## config.mk

```make
export PLATFORM = sky130hd
export DESIGN_NAME = meter_packet_deframer
export DESIGN_NICKNAME = d
export VERILOG_FILES = /design/src/mpd_pkg.sv /design/src/mpd_in_stage.sv /design/src/mpd_frame_core.sv /design/src/mpd_out_stage.sv /design/src/meter_packet_deframer.sv
export SDC_FILE = /design/constraint.sdc
export NUM_CORES = 1
export LEC_CHECK = 0
export BUFFER_PORTS_ARGS = -buffer_cell sky130_fd_sc_hd__buf_2
export CORE_MARGIN = 10
export CORE_UTILIZATION = 50
export DETAILED_ROUTE_END_ITERATION = 12
export PLACE_DENSITY_LB_ADDON = 0.25
export SKIP_LAST_GASP = 1
export SYNTH_ARGS = -nofsm -noshare
export SYNTH_HDL_FRONTEND = slang
export SYNTH_SLANG_ARGS = --single-unit
```

## constraint.sdc

```tcl
create_clock -name clk -period 10.8 [get_ports clk]
set_clock_uncertainty 0.1 [all_clocks]
set_input_delay 2.16 -clock clk [delete_from_list [all_inputs] [get_ports clk]]
set_output_delay 2.16 -clock clk [all_outputs]
set_load 0.05 [all_outputs]
```

## src/mpd_pkg.sv

```systemverilog
package mpd_pkg;

  localparam logic [7:0] SOH_BYTE = 8'h01;
  localparam logic [7:0] NUL_BYTE = 8'h00;
  localparam logic [7:0] STX_BYTE = 8'h02;
  localparam logic [7:0] ETX_BYTE = 8'h03;

  localparam logic [3:0] ALLOWED_ERR_RESET = 4'd1;

  typedef enum logic [2:0] {
    EV_NONE    = 3'd0,
    EV_HEADER  = 3'd1,
    EV_PAYLOAD = 3'd2,
    EV_ETX_OK  = 3'd3,
    EV_FRAMING = 3'd4,
    EV_GOOD    = 3'd5,
    EV_BAD     = 3'd6
  } event_t;

  typedef struct packed {
    event_t     ev;
    logic [7:0] pay_byte;
    logic [7:0] pay_index;
    logic [7:0] csum;
    logic [3:0] bit_errs;
  } res_t;

  function automatic logic [3:0] bit_count8(input logic [7:0] v);
    logic [3:0] n;
    n = 4'd0;
    for (int i = 0; i < 8; i++) begin
      n = n + {3'b000, v[i]};
    end
    return n;
  endfunction

endpackage

```

## src/mpd_in_stage.sv

```systemverilog
module mpd_in_stage
  import mpd_pkg::*;
(
  input  logic       clk,
  input  logic       rst,
  input  logic       in_valid,
  output logic       in_stall,
  input  logic [7:0] rx_byte,
  input  logic       advance,
  output logic       hold_valid,
  output logic [7:0] hold_byte
);

  logic       valid;
  logic [7:0] data;

  // accept whenever the held word moves on or the register is empty
  assign in_stall   = valid && !advance;
  assign hold_valid = valid;
  assign hold_byte  = data;

  always_ff @(posedge clk) begin
    if (rst) begin
      valid <= 1'b0;
    end else if (!in_stall) begin
      valid <= in_valid;
    end
  end

  always_ff @(posedge clk) begin
    if (!in_stall && in_valid) begin
      data <= rx_byte;
    end
  end

endmodule

```

## src/mpd_frame_core.sv

```systemverilog
module mpd_frame_core
  import mpd_pkg::*;
#(
  parameter logic [7:0] LEN = 8'd64
) (
  input  logic       clk,
  input  logic       rst,
  input  logic       cfg_write,
  input  logic [3:0] cfg_data,
  input  logic       advance,
  input  logic [7:0] byte_in,
  output res_t       res
);

  localparam logic [7:0] HEADER_SUM = SOH_BYTE + NUL_BYTE + LEN + STX_BYTE;

  logic [7:0] win0, win1, win2;
  logic [7:0] win0_next, win1_next, win2_next;
  logic       in_packet, in_packet_next;
  logic [7:0] byte_position, byte_position_next;
  logic [7:0] running_sum, running_sum_next;
  logic [3:0] allowed_bit_errors;
  logic [3:0] errs;

  assign errs = bit_count8(running_sum ^ byte_in);

  always_comb begin
    win0_next          = win0;
    win1_next          = win1;
    win2_next          = win2;
    in_packet_next     = in_packet;
    byte_position_next = byte_position;
    running_sum_next   = running_sum;
    res                = '0;
    res.ev             = EV_NONE;
    if (!in_packet) begin
      win0_next = win1;
      win1_next = win2;
      win2_next = byte_in;
      if (win0 == SOH_BYTE && win1 == NUL_BYTE && win2 == LEN && byte_in == STX_BYTE) begin
        in_packet_next     = 1'b1;
        byte_position_next = 8'd0;
        running_sum_next   = HEADER_SUM;
        res.ev             = EV_HEADER;
      end
    end else if (byte_position < LEN) begin
      res.ev             = EV_PAYLOAD;
      res.pay_byte       = byte_in;
      res.pay_index      = byte_position;
      running_sum_next   = running_sum + byte_in;
      byte_position_next = byte_position + 8'd1;
    end else if (byte_position == LEN) begin
      if (byte_in != ETX_BYTE) begin
        // drop the word, back to hunting
        res.ev             = EV_FRAMING;
        in_packet_next     = 1'b0;
        byte_position_next = 8'd0;
      end else begin
        res.ev             = EV_ETX_OK;
        running_sum_next   = running_sum + ETX_BYTE;
        byte_position_next = byte_position + 8'd1;
      end
    end else begin
      res.csum       = running_sum;
      res.bit_errs   = errs;
      res.ev         = (errs <= allowed_bit_errors) ? EV_GOOD : EV_BAD;
      in_packet_next = 1'b0;
    end
  end

  always_ff @(posedge clk) begin
    if (rst) begin
      win0          <= 8'd0;
      win1          <= 8'd0;
      win2          <= 8'd0;
      in_packet     <= 1'b0;
      byte_position <= 8'd0;
      running_sum   <= 8'd0;
    end else if (advance) begin
      win0          <= win0_next;
      win1          <= win1_next;
      win2          <= win2_next;
      in_packet     <= in_packet_next;
      byte_position <= byte_position_next;
      running_sum   <= running_sum_next;
    end
  end

  always_ff @(posedge clk) begin
    if (rst) begin
      allowed_bit_errors <= ALLOWED_ERR_RESET;
    end else if (cfg_write) begin
      allowed_bit_errors <= cfg_data;
    end
  end

endmodule

```

## src/mpd_out_stage.sv

```systemverilog
module mpd_out_stage
  import mpd_pkg::*;
(
  input  logic clk,
  input  logic rst,
  input  logic load_valid,
  input  res_t load_res,
  output logic ready,
  output logic out_valid,
  input  logic out_stall,
  output res_t out_res
);

  logic valid;
  res_t data;

  assign ready     = !valid || !out_stall;
  assign out_valid = valid;
  assign out_res   = data;

  always_ff @(posedge clk) begin
    if (rst) begin
      valid <= 1'b0;
    end else if (ready) begin
      valid <= load_valid;
    end
  end

  always_ff @(posedge clk) begin
    if (ready && load_valid) begin
      data <= load_res;
    end
  end

endmodule

```

## src/meter_packet_deframer.sv

```systemverilog
// Path: an accepted byte passes the input register, then the result register, before its result word is shown.
// Throughput: one byte per cycle while out_stall is low; the framing state updates once per byte in one step.
// Reset: synchronous, active high; clears the header window, packet state, position,
// running sum and both stage valids, and sets allowed_bit_errors to 1.
module meter_packet_deframer
  import mpd_pkg::*;
#(
  parameter int PAYLOAD_LEN = 64
) (
  input  logic       clk,
  input  logic       rst,
  input  logic       cfg_write,
  input  logic [3:0] cfg_data,
  input  logic       in_valid,
  output logic       in_stall,
  input  logic [7:0] rx_byte,
  output logic       out_valid,
  input  logic       out_stall,
  output logic [2:0] event_res,
  output logic [7:0] payload_byte,
  output logic [7:0] payload_index,
  output logic [7:0] computed_checksum,
  output logic [3:0] checksum_bit_errors
);

  localparam logic [7:0] LEN = PAYLOAD_LEN[7:0];

  logic       out_ready;
  logic       hold_valid;
  logic [7:0] hold_byte;
  logic       advance;
  res_t       core_res;
  res_t       out_res;

  assign advance = hold_valid && out_ready;

  mpd_in_stage u_in (
    .clk        (clk),
    .rst        (rst),
    .in_valid   (in_valid),
    .in_stall   (in_stall),
    .rx_byte    (rx_byte),
    .advance    (out_ready),
    .hold_valid (hold_valid),
    .hold_byte  (hold_byte)
  );

  mpd_frame_core #(
    .LEN (LEN)
  ) u_core (
    .clk       (clk),
    .rst       (rst),
    .cfg_write (cfg_write),
    .cfg_data  (cfg_data),
    .advance   (advance),
    .byte_in   (hold_byte),
    .res       (core_res)
  );

  mpd_out_stage u_out (
    .clk        (clk),
    .rst        (rst),
    .load_valid (hold_valid),
    .load_res   (core_res),
    .ready      (out_ready),
    .out_valid  (out_valid),
    .out_stall  (out_stall),
    .out_res    (out_res)
  );

  assign event_res           = out_res.ev;
  assign payload_byte        = out_res.pay_byte;
  assign payload_index       = out_res.pay_index;
  assign computed_checksum   = out_res.csum;
  assign checksum_bit_errors = out_res.bit_errs;

endmodule
```

==> results of run 1 <==
==> flip-flops by register name, indices dropped and copies added (netlist names) <==
| signal | cells |
|---|---|
| u_out.out_res | 31 |
| u_core.byte_position | 8 |
| u_core.running_sum | 8 |
| u_core.win0 | 8 |
| u_core.win1 | 8 |
| u_core.win2 | 8 |
| u_in.hold_byte | 8 |
| u_core.allowed_bit_errors | 4 |
| u_core.in_packet | 1 |
| u_in.hold_valid | 1 |
| u_out.out_valid | 1 |
==> layout by cell type (no fill, tap or decap), types with 3 or more instances in the layout <==
master / netlist / routed
ha_1: 16 / 16
clkbuf_8: 0 / 9
nor2b_1: 4 / 4
dfxtp_1: 47 / 47
nand2_1: 61 / 61
mux2i_1: 4 / 4
buf_2: 2 / 49
fa_1: 5 / 5
and2_1: 13 / 13
nand3_1: 9 / 9
o21ai_0: 6 / 6
inv_1: 21 / 21
nor3_1: 16 / 16
nor4_1: 6 / 6
xor2_1: 8 / 8
clkinvlp_4: 0 / 3
buf_4: 0 / 3
nor2_1: 17 / 17
a21oi_1: 37 / 37
edfxtp_1: 39 / 39
a31oi_1: 4 / 4
xnor2_1: 6 / 6
nand2b_1: 5 / 5
and3_1: 15 / 15
a22o_1: 3 / 3
nand4_1: 7 / 7
==> where the power goes <==
group	switching (mW)	total (mW)	leakage (nW)	internal, mW
combinational	0.0533	0.0808	0.970	0.0275
sequential	0.00763	0.357	0.754	0.349
clock	0.117	0.225	0.0895	0.109
total	0.178	0.663	1.81	0.485
==> critical path, delay by kind of cell <==
family,cells,cell delay (ns)
and+or+nand+nor,1,0.20
buffers and inverters,2,0.38
==> kinds of logic after synthesis <==
family,synth area share
AND/OR/NAND/NOR,0.219
AO/OA/AOI/OAI,0.107
buffers and inverters,0.0359
multiplexers,0.00990
flip-flops,0.522
other,0.000927
XOR/XNOR,0.0303
adder cells (fa/ha/maj),0.0743
==> cells in the mapped netlist (2+ instances only) <==
master     number  area, µm²
nand2_1        61        229
dfxtp_1        47        941
edfxtp_1       39       1170
a21oi_1        37        185
inv_1          21       78.8
nor2_1         17       63.8
ha_1           16        200
nor3_1         16       80.1
and3_1         15       93.8
and2_1         13       81.3
clkbuf_1       11       41.3
nand3_1         9       45.0
xor2_1          8       70.1
nand4_1         7       43.8
nor4_1          6       37.5
o21ai_0         6       30.0
xnor2_1         6       52.6
fa_1            5        100
nand2b_1        5       31.3
a31oi_1         4       25.0
mux2i_1         4       40.0
nor2b_1         4       25.0
a22o_1          3       26.3
a211oi_1        2       15.0
a21o_1          2       15.0
and4bb_2        2       25.0
buf_1           2       7.51
buf_2           2       10.0
clkinv_1        2       7.51
nor4_4          2       42.5
nor4b_1         2       17.5
o2111ai_1       2       17.5
==> cell type report <==
| class | instances | area [µm²] | area share |
|---|---|---|---|
| flip-flops and latches | 86 | 2110 | 0.461 |
| multi-input cells | 277 | 1790 | 0.391 |
| repair buffers | 52 | 268 | 0.0584 |
| clock buffers | 10 | 128 | 0.0279 |
| well taps | 102 | 128 | 0.0279 |
| inverters | 23 | 86.3 | 0.0188 |
| clock inverters | 6 | 70.1 | 0.0153 |
==> per-stage QoR <==
stage	setup WS (ns)	area (µm²)	hold slack [ns]	total power [mW]	utilization
floorplan	5.90	4050	0.332	0.424	-
global placement	5.83	4380	0.342	0.442	0.562
detailed placement	5.81	4380	0.349	0.446	0.562
CTS	5.80	4580	0.362	0.669	0.587
global route	5.79	4580	0.381	0.695	0.587
finish	5.80	4580	0.358	0.663	0.587
==> worst min path at each step <==
stage                             endpoint  cells past startpoint  slack, ns                         from
2_1_floorplan  u_core.win0[0]$_SDFFE_PP0P_                      2       0.33  u_core.win0[0]$_SDFFE_PP0P_
3_3_place_gp   u_core.win0[0]$_SDFFE_PP0P_                      2       0.34  u_core.win0[0]$_SDFFE_PP0P_
3_5_place_dp   u_core.win0[5]$_SDFFE_PP0P_                      2       0.35  u_core.win0[5]$_SDFFE_PP0P_
4_1_cts        u_core.win0[0]$_SDFFE_PP0P_                      2       0.36  u_core.win0[0]$_SDFFE_PP0P_
5_1_grt        u_core.win0[2]$_SDFFE_PP0P_                      2       0.38  u_core.win0[2]$_SDFFE_PP0P_
6_report       u_core.win0[0]$_SDFFE_PP0P_                      2       0.36  u_core.win0[0]$_SDFFE_PP0P_
==> routing by layer <==
| metal | wire, µm | vias to the layer above | part of all wire |
|---|---|---|---|
| li1 | - | 1509 | - |
| met1 | 3750 | 1401 | 0.43 |
| met2 | 4260 | 71 | 0.48 |
| met3 | 675 | 8 | 0.077 |
| met4 | 91 | 0 | 0.010 |
| met5 | 0 | - | 0 |
==> metrics.md, run 1 <==
| Metric | Value |
|---|---|
| Io pins | `50` |
| Fraction of registers with async set/reset | `0` |
| GPL Wtd Cong | `0.855` |
| Post-Syn Area | `4040 µm²` |
| Chip Width | `110 µm` |
| Crit-path most repeated cell | `buf_2` |
| Grt total ovfl | `0` |
| Met2 usage | `0.241` |
| DRC errors left | `0` |
| TritonCTS buffer count | `9` |
| Initial antenna violation count | `0` |
| Layout Nets | `487` |
| Met1 Use GR | `0.185` |
| DRT iter0 DRCs | `169` |
| Least-Margin Pin Slew | `0.851 ns` |
| Clk slew on worst S/H paths | `0.08 ns` |
| Crit path DAT | `2.74 ns` |
| IO Port Bufs | `49` |
| Post-route minimum period | `5.00 ns` |
| Clk_lat worst skew | `0.36 ns` |
| Synthesis Warnings | `0` |
| Number of max-cap violations | `0` |
| R2R Path End | `u_out.out_res[29]$_SDFFCE_PN0P_` |
| Core ar. | `7810 µm²` |
| Die Ht | `110 µm` |
| Clock sinks | `86` |
| Final setup violating endpoints | `0` |
| Max Clock Freq | `0.200 GHz` |
| Fin crit share | `0.463` |
| R2R Path Start | `u_in.hold_byte[1]$_DFFE_PP_` |
| Critical Path RT | `8.54 ns` |
| TritonCTS clock tree | `yes` |
| CP max stage delay | `0.28 ns` |
| Starting Density | `0.518` |
| Largest net degree at the start of global routing | `42` |
| Wire per inst | `15.8 µm` |
| Gr usage total | `0.149` |
| Final Instance Count excl. Fillers | `556` |
| Crit Path Category | `in -> out` |
| Post-synthesis average cell area | `10.1 µm²` |
| Final slew viol count | `0` |
| CTS max path bufs | `2` |
| Fillcell total | `722` |
| Die ar. | `12,100 µm²` |
| TNS Setup | `0 ns` |
| Status | `complete, no violations` |
| P_leak | `1.81 nW` |
| Vias in the first global route | `2,946` |
| DP Cell Count | `540` |
| Hold-fix buffers at CTS | `0` |
| Post-route antenna net violation count | `0` |
| Slowest CP cell | `buf_2` |
| Critical path fanouts, max | `3` |
| Setup crit end kind | `output pin` |
| Depth of the CTS H-tree | `3` |
| Post-Route WL | `8780 µm` |
| Critical path origin | `out_stall` |
| Synth unique cells | `54` |
| Power density over cell area | `145 nW/µm²` |
| RSZ-0062 raised after global routing | `no` |
| Post-CTS Setup Inserts | `0` |
| DP HPWL | `6320 µm` |
| Ant. Diodes | `0` |
| First-pass GRT wire length | `14,100 µm` |
| R2R cell count | `16` |
| Hold Violations, Final | `0` |
| Post-synthesis sequential area ratio | `0.522` |
| Vias | `2,989` |
| Flop-to-flop setup slack | `6.14 ns` |
| Layout cells sized above 1 | `0.174` |
| Class of the tightest hold or removal check | `reg -> reg` |
| Crit path to | `in_stall` |
| EDFF count, synth | `39` |
| Post-synthesis cell count | `400` |
| First-pass DRT Iterations | `4` |
| Critical-path cell list | `buf_2 > and3_1 > buf_2` |
| Row count | `32` |
| Met3 Usage GRT | `0.0486` |
| Slew HR | `0.431` |
| GRT busiest layer | `met2` |
| Root Buffer | `clkbuf_8` |
| Critical path startpoint category | `input port` |
| Area Growth Syn to Fin | `13.3%` |
| Drt via density | `5.38` |
| Post-CTS sizing | `0` |
| Worst vdd ir | `0.0694 mV` |
| Synth Flop Type | `dfxtp_1` |
| #FFs+latches synth | `86` |
Power figures use the tool's default switching activity.
==> run 2, diff against run 1 <==
- clock period: 10.8 -> 4.1 ns (I/O delays scaled with it)
==> run 2 against run 1 <==
Net effect:
- the run now ends with negative setup slack left
- design area rose by 2.4%
- global-route usage rose by 0.78 points
- power rose to 2.7 times the previous value
- core utilization rose by 1.4 points
- sequential power rose to 2.6 times the previous value
- first-iteration DRC count rose by 8.3%
- worst hold slack improved by 0.0037 ns
- clock power rose by 150%
- final cell count rose by 2.2%
==> metrics.md, run 2 (same netlist as run 1, synthesis figures left out) <==
| Metric | Value |
|---|---|
| Status | `complete, but fails checks` |
| Violated checks | `negative setup slack` |
| Max Clock Freq | `0.242 GHz` |
| Power density over cell area | `375 nW/µm²` |
| Largest register FFs | `31` |
| DP HPWL | `6700 µm` |
| Crit path DAT | `4.15 ns` |
| Clk slew on worst S/H paths | `0.10 ns` |
| Post-route antenna net violation count | `0` |
| Critical path fanouts, max | `2` |
| Clk_lat worst skew | `0.36 ns` |
| Critical path origin | `u_in.hold_byte[0]$_DFFE_PP_` |
| Post-Route WL | `9080 µm` |
| Wire per inst | `16.0 µm` |
| Critical path startpoint category | `register` |
| Layout cells sized above 1 | `0.217` |
| Root Buffer | `clkbuf_8` |
| TritonCTS buffer count | `9` |
| Vias | `3,099` |
| Die ar. | `12,100 µm²` |
| Slowest CP cell | `fa_1` |
| Fin area | `4690 µm²` |
| Critical-path cell list | `xor2_1 > ha_1 > inv_1 > fa_1 > fa_1 > inv_2 > fa_2 > inv_2 > fa_1 > inv_2 > ha_4 > nor2b_4 > o21a_1 > o21ai_2 > a21oi_2 > o31a_1` |
| Initial antenna violation count | `0` |
| Row count | `32` |
| Hold-fix buffers at CTS | `0` |
| Layout Nets | `499` |
| Least-Margin Pin Slew | `0.765 ns` |
| Grt total ovfl | `0` |
| Worst vdd ir | `0.265 mV` |
| Die Ht | `110 µm` |
| Routed met3 length | `522 µm` |
| TNS Setup | `-0.0405 ns` |
| IO Port Bufs | `49` |
| Largest net degree at the start of global routing | `42` |
| First-pass DRT Iterations | `4` |
| CTS max path bufs | `2` |
| Slew HR | `0.490` |
| DRC errors left | `0` |
| Fin worst setup slack | `-0.0405 ns` |
| RSZ-0062 raised after global routing | `yes` |
| Core ar. | `7810 µm²` |
| Post-Route M1 WL | `4010 µm` |
| Fin crit share | `1.01` |
| Hold Violations, Final | `0` |
| GPL Wtd Cong | `0.918` |
| Post-Route Utilization | `0.601` |
| Most frequent cells in the layout | `nand2_1 (61), buf_2 (49), dfxtp_1 (47), edfxtp_1 (39), a21oi_1 (36)` |
| Final slew viol count | `0` |
| Clock sinks | `86` |
| Gr usage total | `0.156` |
| Most common cell after layout, fill and taps aside | `nand2_1` |
| Starting Density | `0.518` |
| Number of max-cap violations | `0` |
| First-pass GRT wire length | `14,700 µm` |
| Max Used Layer | `met4` |
| Hold_ws | `0.362 ns` |
| Ant. Diodes | `0` |
| R2R Path End | `u_out.out_res[29]$_SDFFCE_PN0P_` |
| Post-route minimum period | `4.14 ns` |
| Crit Path Category | `reg -> reg` |
| Placed cell area | `4450 µm²` |
| CP max stage delay | `0.51 ns` |
| TritonCTS clock tree | `yes` |
| Vias in the first global route | `3,010` |
| R2R Path Start | `u_in.hold_byte[0]$_DFFE_PP_` |
| Drt via density | `5.46` |
| Flop-to-flop setup slack | `-0.04 ns` |
| Class of the tightest hold or removal check | `reg -> reg` |
| Setup crit end kind | `register` |
| R2R cell count | `16` |
| DRT iter0 DRCs | `183` |
| Chip Width | `110 µm` |
| Final setup violating endpoints | `1` |
| Io pins | `50` |
| Area Growth Syn to Fin | `16.0%` |
| DR WL met2 | `4380 µm` |
| P_leak | `1.89 nW` |
| Crit path to | `u_out.out_res[29]$_SDFFCE_PN0P_` |
| Critical Path RT | `4.11 ns` |
| Depth of the CTS H-tree | `3` |
run 2: how the worst min path moves through the flow:
stage | start | to | slack, ns | cells past startpoint
final | u_core.win0[4]$_SDFFE_PP0P_ | u_core.win0[4]$_SDFFE_PP0P_ | 0.36 | 2
after global routing | u_core.win0[0]$_SDFFE_PP0P_ | u_core.win0[0]$_SDFFE_PP0P_ | 0.38 | 2
after CTS | u_core.win0[5]$_SDFFE_PP0P_ | u_core.win0[5]$_SDFFE_PP0P_ | 0.37 | 2
after detailed placement | u_core.win0[5]$_SDFFE_PP0P_ | u_core.win0[5]$_SDFFE_PP0P_ | 0.35 | 2
after global placement | u_core.win0[5]$_SDFFE_PP0P_ | u_core.win0[5]$_SDFFE_PP0P_ | 0.34 | 2
after floorplan | u_core.win0[0]$_SDFFE_PP0P_ | u_core.win0[0]$_SDFFE_PP0P_ | 0.33 | 2
run 2: area by class of cell:
class,count,area [µm²]
Fill cell,708,3120
Timing Repair Buffer,64,358
Clock buffer,9,124
Sequential cell,86,2110
Tap cell,102,128
Clock inverter,7,58.8
Multi-Input combinational cell,277,1820
Inverter,23,86.3
run 2: where the power goes:
group,switching [mW],total [mW],internal (mW)
Clock,0.326,0.560,0.234
Sequential,0.0143,0.934,0.920
Combinational,0.163,0.267,0.105
run 2: what timing repair did:
| action | CTS | global route |
|---|---|---|
| cloned | 0 | 0 |
| resized for setup | 0 | 9 |
| buffers inserted | 0 | 3 |
| endpoints found under the setup margin | 1 | 2 |
| pin swaps | 0 | 1 |
| hold endpoints to repair | 0 | 0 |
run 2: through the flow:
stage / cells / worst slack (ns) / power, mW
after floorplan: 401 / 0.0600 / 1.12
after global placement: 549 / 0.0277 / 1.17
after detailed placement: 549 / -0.0640 / 1.18
after CTS: 565 / -0.0800 / 1.74
after global routing: 568 / -0.133 / 1.84
final: 568 / -0.0405 / 1.76
run 2: metal layers:
layer | track usage | up-vias
met3 | 0.0456 | 13
met1 | 0.192 | 1470
met2 | 0.258 | 79
met4 | 0.0520 | 0
met5 | 0 | -
li1 | - | 1537
run 2: worst max-delay path, delay by kind of cell, from the launching register on:
family          cells  cell delay, ns
fa+ha+maj           6            2.20
flops               1            0.41
simple gates        1            0.12
compound gates      4            0.65
buf+inv             4            0.27
xor+xnor            1            0.16
==> run 3, diff against run 2 <==
- BUFFER_PORTS_ARGS: -buffer_cell sky130_fd_sc_hd__buf_2 -> unset
- DONT_BUFFER_PORTS: unset -> 1
- REMOVE_ABC_BUFFERS: unset -> 1
==> run 3 against run 2 <==
Net effect:
- first-iteration DRC count increased by 11%
- critical path depth unchanged
- critical endpoint unchanged
- core utilization decreased by 2.0 points
- global-route usage increased by 0.39 points
- largest cell class unchanged
- worst hold slack got worse by 0.0064 ns
- final cell count decreased by 7.6%
- the flow still finishes with violations (negative setup slack)
- worst setup slack got worse by 0.037 ns
- combinational power decreased by 27%
- fmax decreased by 0.89%
==> metrics.md, run 3 (same netlist as run 1, synthesis figures left out) <==
| Metric | Value |
|---|---|
| Status | `complete, but fails checks` |
| Violated checks | `negative setup slack` |
| Row count | `32` |
| Worst vdd ir | `0.208 mV` |
| Most common cell after layout, fill and taps aside | `nand2_1` |
| DRT iter0 DRCs | `204` |
| Critical path startpoint category | `register` |
| Clk_lat worst skew | `0.37 ns` |
| GPL Wtd Cong | `0.846` |
| Slew HR | `0.484` |
| Critical path fanouts, max | `2` |
| Depth of the CTS H-tree | `3` |
| Max Clock Freq | `0.239 GHz` |
| Hold depth | `2` |
| Hold_ws | `0.356 ns` |
| Least-Margin Pin Slew | `0.772 ns` |
| TNS Setup | `-0.0778 ns` |
| Post-Route WL | `9260 µm` |
| Critical Path RT | `4.12 ns` |
| Largest register FFs | `31` |
| Final setup violating endpoints | `1` |
| P_leak | `1.74 nW` |
| Largest net degree at the start of global routing | `42` |
| CTS max path bufs | `2` |
| Class of the tightest hold or removal check | `reg -> reg` |
| Number of max-cap violations | `0` |
| Io pins | `50` |
| Worst Hold Path EP | `u_core.win0[0]$_SDFFE_PP0P_` |
| Crit Path Category | `reg -> reg` |
| Setup crit end kind | `register` |
| Wire per inst | `17.6 µm` |
| TritonCTS buffer count | `9` |
| Most frequent cells in the layout | `nand2_1 (61), dfxtp_1 (47), edfxtp_1 (39), a21oi_1 (36), buf_4 (20)` |
| Clk slew on worst S/H paths | `0.09 ns` |
| Core ar. | `7810 µm²` |
| Crit path DAT | `4.20 ns` |
| Starting Density | `0.518` |
| R2R Path Start | `u_in.hold_byte[1]$_DFFE_PP_` |
| RSZ-0062 raised after global routing | `yes` |
| Final slew viol count | `0` |
| Die ar. | `12,100 µm²` |
| Fin worst setup slack | `-0.0778 ns` |
| R2R Path End | `u_out.out_res[29]$_SDFFCE_PN0P_` |
| Hold-fix buffers at CTS | `0` |
| Place WS | `-0.333 ns` |
| Final Instance Count excl. Fillers | `525` |
| Layout Nets | `455` |
| Post-Route Utilization | `0.581` |
| Grt total ovfl | `0` |
| Die Ht | `110 µm` |
| First-pass GRT wire length | `15,000 µm` |
| Overall Power | `1.90 mW` |
| Root Buffer | `clkbuf_8` |
| Area Growth Syn to Fin | `12.2%` |
| Clock sinks | `86` |
| Power density over cell area | `419 nW/µm²` |
| Initial antenna violation count | `2` |
| Chip Width | `110 µm` |
| IO Port Bufs | `0` |
| Vias | `2,943` |
| R2R cell count | `16` |
| Flop-to-flop setup slack | `-0.08 ns` |
| Placed cell area | `4240 µm²` |
| Drt via density | `5.61` |
| Hold Violations, Final | `0` |
| DRC errors left | `0` |
| Layout cells sized above 1 | `0.130` |
| DP HPWL | `6710 µm` |
| DP Cell Count | `504` |
| Min-delay src | `u_core.win0[0]$_SDFFE_PP0P_` |
| TritonCTS clock tree | `yes` |
| Fin crit share | `1.02` |
| Vias in the first global route | `2,898` |
| Fin area | `4540 µm²` |
| Post-route minimum period | `4.18 ns` |
| Gr usage total | `0.160` |
| First-pass DRT Iterations | `4` |
| Post-route antenna net violation count | `0` |
==> run 3: changes by cell type in the layout (fill, tap and decap cells not counted), sizes merged <==
cell and change:
diode +1, clkinvlp +1, inv -5, buf -44, bufinv +3, clkinv +1
==> run 3: cell type report <==
cell class                 count  area (µm²)
antenna                        1        2.50
sequential                    86        2110
timing repair buffer          20         150
inverter                      23        86.3
clock inverter                 7         120
multi-input combinational    277        1820
fill                         693        3270
clock buffer                   9         124
tap                          102         128
==> run 3: worst max-delay path by stage <==
stage,start,end,slack [ns],depth (start not counted)
2_1_floorplan,u_in.hold_byte[1]$_DFFE_PP_,u_out.out_res[29]$_SDFFCE_PN0P_,-0.23,16
3_3_place_gp,u_in.hold_byte[0]$_DFFE_PP_,u_out.out_res[29]$_SDFFCE_PN0P_,-0.23,16
3_5_place_dp,u_in.hold_byte[0]$_DFFE_PP_,u_out.out_res[29]$_SDFFCE_PN0P_,-0.33,16
4_1_cts,u_in.hold_byte[1]$_DFFE_PP_,u_out.out_res[29]$_SDFFCE_PN0P_,-0.05,16
5_1_grt,u_in.hold_byte[1]$_DFFE_PP_,u_out.out_res[29]$_SDFFCE_PN0P_,-0.24,16
6_report,u_in.hold_byte[1]$_DFFE_PP_,u_out.out_res[29]$_SDFFCE_PN0P_,-0.08,16
==> run 3: what timing repair did <==
action                                  4_1_cts  5_1_grt
pin swaps                                    11        2
buffers inserted                              3        1
endpoints found under the setup margin        2        2
resized for setup                             5        5
==> run 3: metal layers <==
layer / up-vias / share of wire / wire (µm) / global-route usage
li1: 1450 / - / - / -
met4: 2 / 0.019 / 176 / 0.0678
met1: 1411 / 0.45 / 4170 / 0.200
met2: 64 / 0.48 / 4430 / 0.258
met3: 16 / 0.051 / 477 / 0.0415
met5: - / 0.0014 / 13 / 0
==> run 3: worst max-delay path: stages (launching register included) <==
cell,delay [ns]
edfxtp_1,0.44
xor2_2,0.17
ha_1,0.30
inv_2,0.04
fa_1,0.46
fa_1,0.49
inv_1,0.05
fa_2,0.34
inv_2,0.06
fa_1,0.41
inv_1,0.09
ha_1,0.24
nor2b_4,0.13
o21a_1,0.17
o21ai_2,0.14
a21oi_2,0.07
o31a_1,0.23
==> run 3: report_power, final <==
group	internal (mW)	switching, mW	leakage, nW
clock	0.408	0.318	0.120
combinational	0.0910	0.105	0.863
sequential	0.921	0.0587	0.755
